`src/sv/hsv_to_rgb_convert_defines.svh`:
```
// ----------------------------------------------------------------------------
// HSV to RGB converter assertion macros
// Shared helpers for the concurrent checks at the end of the top level.
// ----------------------------------------------------------------------------
`ifndef HSV_TO_RGB_CONVERT_DEFINES_SVH
`define HSV_TO_RGB_CONVERT_DEFINES_SVH

// The consequent must hold in the same cycle as the antecedent.
`define HSV2RGB_ASSERT_SAME(label, clk, rst, ante, cons, msg) \
  label: assert property (@(posedge clk) disable iff (rst) (ante) |-> (cons)) \
    else $error(msg);

// The consequent must hold in the cycle after the antecedent.
`define HSV2RGB_ASSERT_NEXT(label, clk, rst, ante, cons, msg) \
  label: assert property (@(posedge clk) disable iff (rst) (ante) |=> (cons)) \
    else $error(msg);

`endif

```
`src/sv/hsv2rgb_pkg.sv`:
```
// ----------------------------------------------------------------------------
// HSV to RGB converter package
// Payload types, sector codes and fixed-point constants for the converter.
// ----------------------------------------------------------------------------
package hsv2rgb_pkg;

  typedef struct packed {
    logic signed [15:0] hue_degrees;
    logic signed [15:0] saturation;
    logic signed [15:0] brightness;
  } hsv_in_t;

  typedef struct packed {
    logic [7:0] red;
    logic [7:0] green;
    logic [7:0] blue;
  } rgb_out_t;

  // Finished result leaving the arithmetic pipeline.
  typedef struct packed {
    logic     valid;
    rgb_out_t data;
  } pipe_out_t;

  typedef enum logic [2:0] {
    SECT_0 = 3'd0,
    SECT_1 = 3'd1,
    SECT_2 = 3'd2,
    SECT_3 = 3'd3,
    SECT_4 = 3'd4,
    SECT_5 = 3'd5
  } sector_t;

  // Channel term indices.
  localparam int unsigned TERM_V = 0;
  localparam int unsigned TERM_P = 1;
  localparam int unsigned TERM_Q = 2;
  localparam int unsigned TERM_T = 3;
  localparam int unsigned NUM_TERMS = 4;

  localparam logic [14:0] UNIT_ONE   = 15'd16384;     // 1.0 in Q2.14
  localparam logic [19:0] BIG_ONE    = 20'd983040;    // 60 * 1.0
  localparam logic [16:0] HUE_OFFSET = 17'd65520;     // 182 * 360
  localparam logic [14:0] RECIP_45   = 15'd23302;     // ceil(2^20 / 45)
  localparam logic [12:0] RECIP_15   = 13'd4370;      // ceil(2^16 / 15)
  localparam logic [5:0]  DEG_SECTOR = 6'd60;

endpackage

```
`src/sv/hsv2rgb_core.sv`:
```
// ----------------------------------------------------------------------------
// HSV to RGB arithmetic pipeline
// Six register stages: hue wrap, sector split, term setup, brightness
// multiply, scale by 255, divide by 15 and route to the colour channels.
// ----------------------------------------------------------------------------
module hsv2rgb_core (
  input  logic                  clk,
  input  logic                  rst,
  input  logic                  en,
  input  logic                  hsv_valid,
  input  hsv2rgb_pkg::hsv_in_t  hsv,
  output hsv2rgb_pkg::pipe_out_t pipe
);
  import hsv2rgb_pkg::*;

  logic [5:0] vld;

  // Stage 1: clamped inputs and the quotient estimate for the hue wrap.
  logic [16:0] hue_ofs;
  logic [14:0] sat_clamp;
  logic [14:0] val_clamp;
  logic [13:0] s1_w;
  logic [2:0]  s1_lo;
  logic [28:0] s1_prod;
  logic [14:0] s1_sat;
  logic [14:0] s1_val;

  // Stage 2: wrapped hue split into sector and remainder.
  logic [8:0]  s1_q;
  logic [13:0] s1_r45;
  logic [8:0]  hue_wrap;
  logic [8:0]  sect_base;
  sector_t     sect_comb;
  sector_t     s2_sector;
  logic [5:0]  s2_rem;
  logic [14:0] s2_sat;
  logic [14:0] s2_val;

  // Stage 3: one minus saturation times the sector fraction, per term.
  logic [5:0]  k_t;
  logic [20:0] sk_p;
  logic [20:0] sk_q;
  logic [20:0] sk_t;
  logic [19:0] s3_inner [NUM_TERMS];
  sector_t     s3_sector;
  logic [14:0] s3_val;

  // Stage 4: brightness products.
  logic [33:0] s4_m [NUM_TERMS];
  sector_t     s4_sector;

  // Stage 5: scaled by 255 and reduced by 2^30.
  logic [41:0] scaled [NUM_TERMS];
  logic [11:0] s5_z [NUM_TERMS];
  sector_t     s5_sector;

  // Stage 6: divided by 15 and routed.
  logic [24:0] div_prod [NUM_TERMS];
  logic [7:0]  term [NUM_TERMS];
  rgb_out_t    rgb_comb;
  rgb_out_t    s6_rgb;

  always_ff @(posedge clk) begin
    if (rst) begin
      vld <= '0;
    end else if (en) begin
      vld <= {vld[4:0], hsv_valid};
    end
  end

  // ---------------- stage 1 ----------------
  always_comb begin
    hue_ofs = 17'({hsv.hue_degrees[15], hsv.hue_degrees}) + HUE_OFFSET;
    if (hsv.saturation[15]) begin
      sat_clamp = '0;
    end else if (hsv.saturation[14:0] > UNIT_ONE) begin
      sat_clamp = UNIT_ONE;
    end else begin
      sat_clamp = hsv.saturation[14:0];
    end
    if (hsv.brightness[15]) begin
      val_clamp = '0;
    end else if (hsv.brightness[14:0] > UNIT_ONE) begin
      val_clamp = UNIT_ONE;
    end else begin
      val_clamp = hsv.brightness[14:0];
    end
  end

  always_ff @(posedge clk) begin
    if (en) begin
      s1_w    <= hue_ofs[16:3];
      s1_lo   <= hue_ofs[2:0];
      s1_prod <= 29'(hue_ofs[16:3]) * 29'(RECIP_45);
      s1_sat  <= sat_clamp;
      s1_val  <= val_clamp;
    end
  end

  // ---------------- stage 2 ----------------
  // The hue is wrapped as ((h >> 3) mod 45) * 8 + (h & 7), which is h mod 360.
  always_comb begin
    s1_q     = s1_prod[28:20];
    s1_r45   = s1_w - 14'(s1_q) * 14'(6'd45);
    hue_wrap = {s1_r45[5:0], s1_lo};
    if (hue_wrap >= 9'd300) begin
      sect_comb = SECT_5;
      sect_base = 9'd300;
    end else if (hue_wrap >= 9'd240) begin
      sect_comb = SECT_4;
      sect_base = 9'd240;
    end else if (hue_wrap >= 9'd180) begin
      sect_comb = SECT_3;
      sect_base = 9'd180;
    end else if (hue_wrap >= 9'd120) begin
      sect_comb = SECT_2;
      sect_base = 9'd120;
    end else if (hue_wrap >= 9'd60) begin
      sect_comb = SECT_1;
      sect_base = 9'd60;
    end else begin
      sect_comb = SECT_0;
      sect_base = 9'd0;
    end
  end

  always_ff @(posedge clk) begin
    if (en) begin
      s2_sector <= sect_comb;
      s2_rem    <= 6'(hue_wrap - sect_base);
      s2_sat    <= s1_sat;
      s2_val    <= s1_val;
    end
  end

  // ---------------- stage 3 ----------------
  always_comb begin
    k_t  = DEG_SECTOR - s2_rem;
    sk_p = 21'(s2_sat) * 21'(DEG_SECTOR);
    sk_q = 21'(s2_sat) * 21'(s2_rem);
    sk_t = 21'(s2_sat) * 21'(k_t);
  end

  always_ff @(posedge clk) begin
    if (en) begin
      s3_inner[TERM_V] <= BIG_ONE;
      s3_inner[TERM_P] <= 20'(21'(BIG_ONE) - sk_p);
      s3_inner[TERM_Q] <= 20'(21'(BIG_ONE) - sk_q);
      s3_inner[TERM_T] <= 20'(21'(BIG_ONE) - sk_t);
      s3_sector        <= s2_sector;
      s3_val           <= s2_val;
    end
  end

  // ---------------- stage 4 ----------------
  always_ff @(posedge clk) begin
    if (en) begin
      for (int i = 0; i < NUM_TERMS; i++) begin
        s4_m[i] <= 34'(s3_val) * 34'(s3_inner[i]);
      end
      s4_sector <= s3_sector;
    end
  end

  // ---------------- stage 5 ----------------
  // Channel is floor(m * 255 / (15 * 2^30)); the 2^30 part is taken here.
  always_comb begin
    for (int i = 0; i < NUM_TERMS; i++) begin
      scaled[i] = {s4_m[i], 8'b0} - {8'b0, s4_m[i]};
    end
  end

  always_ff @(posedge clk) begin
    if (en) begin
      for (int i = 0; i < NUM_TERMS; i++) begin
        s5_z[i] <= scaled[i][41:30];
      end
      s5_sector <= s4_sector;
    end
  end

  // ---------------- stage 6 ----------------
  // The reciprocal of 15 is exact for every value below 4096.
  always_comb begin
    for (int i = 0; i < NUM_TERMS; i++) begin
      div_prod[i] = 25'(s5_z[i]) * 25'(RECIP_15);
      term[i]     = div_prod[i][23:16];
    end
    case (s5_sector)
      SECT_1: begin
        rgb_comb = '{red: term[TERM_Q], green: term[TERM_V], blue: term[TERM_P]};
      end
      SECT_2: begin
        rgb_comb = '{red: term[TERM_P], green: term[TERM_V], blue: term[TERM_T]};
      end
      SECT_3: begin
        rgb_comb = '{red: term[TERM_P], green: term[TERM_Q], blue: term[TERM_V]};
      end
      SECT_4: begin
        rgb_comb = '{red: term[TERM_T], green: term[TERM_P], blue: term[TERM_V]};
      end
      SECT_5: begin
        rgb_comb = '{red: term[TERM_V], green: term[TERM_P], blue: term[TERM_Q]};
      end
      default: begin
        rgb_comb = '{red: term[TERM_V], green: term[TERM_T], blue: term[TERM_P]};
      end
    endcase
  end

  always_ff @(posedge clk) begin
    if (en) begin
      s6_rgb <= rgb_comb;
    end
  end

  assign pipe = '{valid: vld[5], data: s6_rgb};

endmodule

```
`src/sv/hsv2rgb_skid.sv`:
```
// ----------------------------------------------------------------------------
// HSV to RGB output skid buffer
// Two-entry output stage; its ready is registered so that the receiver's
// ready never reaches the pipeline combinationally.
// ----------------------------------------------------------------------------
module hsv2rgb_skid (
  input  logic                   clk,
  input  logic                   rst,
  input  hsv2rgb_pkg::pipe_out_t pipe,
  output logic                   ready,
  output logic                   rgb_valid,
  input  logic                   rgb_ready,
  output hsv2rgb_pkg::rgb_out_t  rgb
);
  import hsv2rgb_pkg::*;

  logic     spare_valid;
  rgb_out_t spare;
  logic     take;
  logic     drain;

  assign ready = !spare_valid;
  assign take  = pipe.valid && !spare_valid;
  assign drain = rgb_ready || !rgb_valid;

  always_ff @(posedge clk) begin
    if (rst) begin
      rgb_valid   <= 1'b0;
      spare_valid <= 1'b0;
    end else if (drain) begin
      if (spare_valid) begin
        rgb_valid   <= 1'b1;
        spare_valid <= 1'b0;
      end else begin
        rgb_valid <= take;
      end
    end else if (take) begin
      spare_valid <= 1'b1;
    end
  end

  always_ff @(posedge clk) begin
    if (drain) begin
      if (spare_valid) begin
        rgb <= spare;
      end else if (take) begin
        rgb <= pipe.data;
      end
    end else if (take) begin
      spare <= pipe.data;
    end
  end

endmodule

```
`src/sv/hsv_to_rgb_convert.sv`:
```
// ----------------------------------------------------------------------------
// HSV to RGB converter
// Converts one HSV colour per transaction to 8-bit red, green and blue.
// ----------------------------------------------------------------------------
// Usage:
//   The hsv channel (hsv_valid / hsv_ready / hsv) carries hue in degrees,
//   wrapped modulo 360, and saturation and brightness in Q2.14, clamped to
//   0..1.0. The rgb channel (rgb_valid / rgb_ready / rgb) returns one result
//   per input transaction, in order.
//   A transaction passes the six arithmetic stages and then the output
//   register before it can be taken at the rgb side. The longest path in
//   a stage is one multiply, at times chained with an add, subtract,
//   compare or mux, or one wide subtraction.
//   Throughput is one transaction per cycle for as long as the receiver
//   keeps rgb_ready high.
//   When the receiver stalls, the output buffer holds the waiting result
//   and catches one more; hsv_ready then drops and the whole pipeline
//   freezes in place, so nothing is lost or repeated. hsv_ready is driven
//   from a register and does not depend on rgb_ready in the same cycle.
//   Synchronous reset empties the pipeline and the buffer; the block holds
//   no other state, and hsv_ready is high from the first cycle after reset.
// ----------------------------------------------------------------------------
`include "hsv_to_rgb_convert_defines.svh"

module hsv_to_rgb_convert (
  input  logic                  clk,
  input  logic                  rst,
  input  logic                  hsv_valid,
  output logic                  hsv_ready,
  input  hsv2rgb_pkg::hsv_in_t  hsv,
  output logic                  rgb_valid,
  input  logic                  rgb_ready,
  output hsv2rgb_pkg::rgb_out_t rgb
);
  import hsv2rgb_pkg::*;

  pipe_out_t pipe;
  logic      advance;

  hsv2rgb_core u_core (
    .clk       (clk),
    .rst       (rst),
    .en        (advance),
    .hsv_valid (hsv_valid),
    .hsv       (hsv),
    .pipe      (pipe)
  );

  hsv2rgb_skid u_skid (
    .clk       (clk),
    .rst       (rst),
    .pipe      (pipe),
    .ready     (advance),
    .rgb_valid (rgb_valid),
    .rgb_ready (rgb_ready),
    .rgb       (rgb)
  );

  assign hsv_ready = advance;

  // Backpressure only appears when the output already holds a result.
  `HSV2RGB_ASSERT_SAME(a_stall_has_output, clk, rst, !hsv_ready, rgb_valid,
    "input stalled with no result waiting at the output")

  // Ready may only fall after the receiver refused a waiting result.
  `HSV2RGB_ASSERT_SAME(a_stall_cause, clk, rst, $fell(hsv_ready),
    $past(rgb_valid && !rgb_ready), "input stalled without an output stall")

  // Once the receiver takes the waiting result, the pipeline restarts.
  `HSV2RGB_ASSERT_NEXT(a_stall_release, clk, rst,
    !hsv_ready && rgb_valid && rgb_ready, hsv_ready && rgb_valid,
    "pipeline did not restart after the output drained")

endmodule
```
`config.mk`:
```
export PLATFORM = sky130hd
export DESIGN_NAME = hsv_to_rgb_convert
export DESIGN_NICKNAME = d
export VERILOG_FILES = /design/src/sv/hsv2rgb_pkg.sv /design/src/sv/hsv2rgb_core.sv /design/src/sv/hsv2rgb_skid.sv /design/src/sv/hsv_to_rgb_convert.sv
export VERILOG_INCLUDE_DIRS = /design/src /design/src/sv
export SDC_FILE = /design/constraint.sdc
export NUM_CORES = 2
export LEC_CHECK = 0
export ABC_AREA = 1
export BUFFER_PORTS_ARGS = -buffer_cell sky130_fd_sc_hd__clkbuf_2
export CORE_UTILIZATION = 40
export DETAILED_ROUTE_END_ITERATION = 10
export PLACE_DENSITY = 0.63
export SKIP_CTS_REPAIR_TIMING = 1
export SYNTH_ARGS = -nofsm -noshare
export SYNTH_HDL_FRONTEND = slang
export SYNTH_SLANG_ARGS = --single-unit
```
`constraint.sdc`:
```
create_clock -name clk -period 31.2 [get_ports clk]
set_clock_uncertainty 0.2 [all_clocks]
set_input_delay 3.12 -clock clk [delete_from_list [all_inputs] [get_ports clk]]
set_output_delay 3.12 -clock clk [all_outputs]
set_load 0.005 [all_outputs]
```
==> out/qor.csv <==
metric;value;unit
status;finished, final reports clean;
path_class;input port to flip-flop;
p_total;7.74;mW
cts_buffers;52;
slowest_stage;xor2_1;
worstPathRequired;31.38;ns
wirelength;160000;µm
grt_use_met3;1.83;%
slowest_delay;0.66;ns
yosysWarningCount;0;
die_x;414;µm
irDropWorstVdd;141;µV
critPathCaptureType;flip-flop;
crit_fanout;8;
use_met2;33.1;%
htreeDepth;2;
cts_tree;yes;
seq_area;12200;µm²
via_count;52000;
synth_area_leaders;fa_1 (26%), edfxtp_1 (18%), ha_1 (17%);
die_y;414;µm
grt_pass1_wl;270000;µm
powerDensity;107;nW/µm²
synth_fp_nets;10200;
synth_edf_count;402;
maxSlewHeadroom;24.6;%
synth-seq-area-share;18.0;%
max_freq;115;MHz
instances_no_fill;10500;
drc;0;
wire_per_inst;15.2;µm
multi_input_area;47100;µm²
post-place-cells;10400;
yosysTopAreaCellShare;26.3;%
start_util;40.5;%
final_nets;10100;
core_area;168000;µm²
first_pass_iters;6;
min_period;8.71;ns
grt_antenna_before_repair;1;
synth_top_area_cell;fa_1;
grt_util_all_layers;19.0;%
rows;150;
dp_hpwl;132000;µm
viasPerCell;4.95;
rsz0062_at_grt;false;
worst_pin_slew;1.13;ns
io_pins;78;
drive_gt1_share;3.05;%
n_antenna_cell;0;
start_kind;input port;
grt_util_met1;25.3;%
ys_seq_elements;410;
routabilityCongestion;0.905;
p_leak;40.4;nW
clock_latency;0.68;ns
path_buf_inv;6;
clockBufferDepth;3;
netlist_area;67900;µm²
drv_cap;0;
final_hold_viol_count;0;
setup_tns;0;ns
busiest_layer;met2;
hold_path.class;flip-flop to flip-flop;
async_flop_share;0;%
clk_pin_slew;0.06;ns
path_delay_family;adder cells;
finalCritPeriodShare;27.9;%
drv_slew;0;
avgSynthCellArea;8.18;µm²
ys_types;59;
area_growth;6.49;%
grt_max_degree;138;
cts_root_buf;clkbuf_16;
port_buffers;77;
die_area;171000;µm²
cts_sinks;410;
setup_viol;0;
grt_pass1_vias;54400;
overflow;0;
synth_ff_type;edfxtp_1;
arrival;8.89;ns
fill_cells;16600;
first_iter_violations;2897;
ant_nets;0;
synthCells;8305;
[state kept, by name, indices dropped and copies added, names as in the netlist, 6 cells and up]
register,count
u_core.s1_val,15
u_skid.spare,24
u_core.s5_z,48
u_core.s1_w,6
u_core.s2_val,15
u_core.s3_inner,57
u_core.pipe,24
u_core.s3_val,15
u_core.s1_sat,15
u_core.vld,6
u_core.s1_prod,6
u_core.s2_sat,15
u_core.s2_rem,6
u_skid.rgb,24
u_core.s4_m,117
[logic make-up (layout without fill, tap and decap cells)]
logic type,count (synthesis),in the layout,synth area share (%)
AND/OR/NAND/NOR,2861,2861,17.4
buffers and inverters,2295,2309,12.7
adder cells (fa/ha/maj),1799,1799,43.0
AO/OA/AOI/OAI,704,704,5.83
flip-flops,410,410,18.0
XOR/XNOR,236,236,3.07
[stage by stage]
step / instance area, µm² / hold WS, ns / util (%) / setup WS [ns]
floorplan: 67900 / 0.200 / - / 17.58
global placement: 70600 / 0.201 / 42.1 / 21.80
detailed placement: 70600 / 0.205 / 42.1 / 21.79
CTS: 72300 / 0.203 / 43.1 / 22.49
global route: 72300 / 0.218 / 43.1 / 22.09
finish: 72300 / 0.216 / 43.1 / 22.49
[cell usage after synthesis, types with 4 or more instances]
cell	number
nand3_1	259
o2111ai_1	6
o21bai_1	25
and3_1	6
fa_1	892
nor2_1	409
nand2_2	9
o21ai_1	10
nor4_1	23
buf_1	26
xor2_1	160
xnor2_1	75
inv_1	2096
nor3_2	6
a31oi_1	28
or2_2	17
a21boi_1	4
o211ai_1	11
nand3b_1	35
a21o_1	45
edfxtp_1	402
nand4_1	90
a21oi_1	340
o21a_1	14
and2_1	7
dfxtp_1	8
o21ai_0	180
ha_1	907
nor3_1	54
o31ai_1	5
buf_2	5
clkbuf_1	157
inv_2	9
nand2_1	1927
a221oi_1	6
a211oi_1	5
a21boi_0	11
[cell type report]
| class | instances | area share [%] |
|---|---|---|
| clock buffers | 57 | 1.83 |
| clock inverters | 35 | 0.540 |
| inverters | 2105 | 10.9 |
| multi-input cells | 5600 | 65.1 |
| flip-flops and latches | 410 | 16.9 |
| well taps | 2204 | 3.81 |
| repair buffers | 112 | 0.896 |
[metal layers]
metal / vias up / share of wire, %
met5: - / 0
met4: 0 / 2.2
met3: 210 / 4.3
met2: 1082 / 48
met1: 25300 / 46
li1: 25500 / -
[layout by cell type (no fill, tap or decap), types with 28 or more instances in the layout]
| master | Yosys | final |
|---|---|---|
| inv_1 | 2096 | 2095 |
| o21ai_0 | 180 | 180 |
| a31oi_1 | 28 | 28 |
| nand3_1 | 259 | 259 |
| a21oi_1 | 340 | 340 |
| xnor2_1 | 75 | 75 |
| nand3b_1 | 35 | 35 |
| clkbuf_2 | 2 | 77 |
| fa_1 | 892 | 892 |
| a21o_1 | 45 | 45 |
| buf_4 | 0 | 35 |
| ha_1 | 907 | 907 |
| xor2_1 | 160 | 160 |
| clkbuf_16 | 0 | 52 |
| nor2_1 | 409 | 408 |
| nand2_1 | 1927 | 1927 |
| nor3_1 | 54 | 53 |
| edfxtp_1 | 402 | 402 |
| nand4_1 | 90 | 90 |
[report_power, final]
group	internal, mW	switching, mW	total, mW
Sequential	0.975	0.332	1.31
Clock	0.344	0.263	0.607
Combinational	2.16	3.66	5.83
Total	3.48	4.26	7.74
[worst reg2reg max path, cell delays in order (launching register included)]
cell and delay (ns):
edfxtp_1 0.89, buf_4 0.63, nand2_1 0.17, inv_1 0.09, fa_1 0.40, inv_1 0.10
fa_1 0.39, inv_1 0.09, fa_1 0.45, fa_1 0.52, fa_1 0.51, inv_1 0.06
fa_1 0.47, inv_1 0.04, ha_1 0.35, nand2_1 0.10, inv_1 0.10, nand2_1 0.09
nor2_1 0.31, nand4_1 0.25, nand3_1 0.20, nand2_1 0.07, nand2_1 0.09, a21oi_1 0.08
xnor2_1 0.25
[path summary, 6_finish.rpt]
| kind | from | endpoint | slack [ns] | cells after the start |
|---|---|---|---|---|
| max | hsv[36] | u_core.s1_prod[25] | 22.49 | 25 |
| min | u_core.s1_sat[9] | u_core.s2_sat[9] | 0.22 | 0 |
| max reg2reg | u_core.s3_val[2] | u_core.s4_m[1][28] | 24.17 | 24 |
| min reg2reg | u_core.s1_sat[9] | u_core.s2_sat[9] | 0.22 | 0 |
Power figures use the tool's default switching activity.
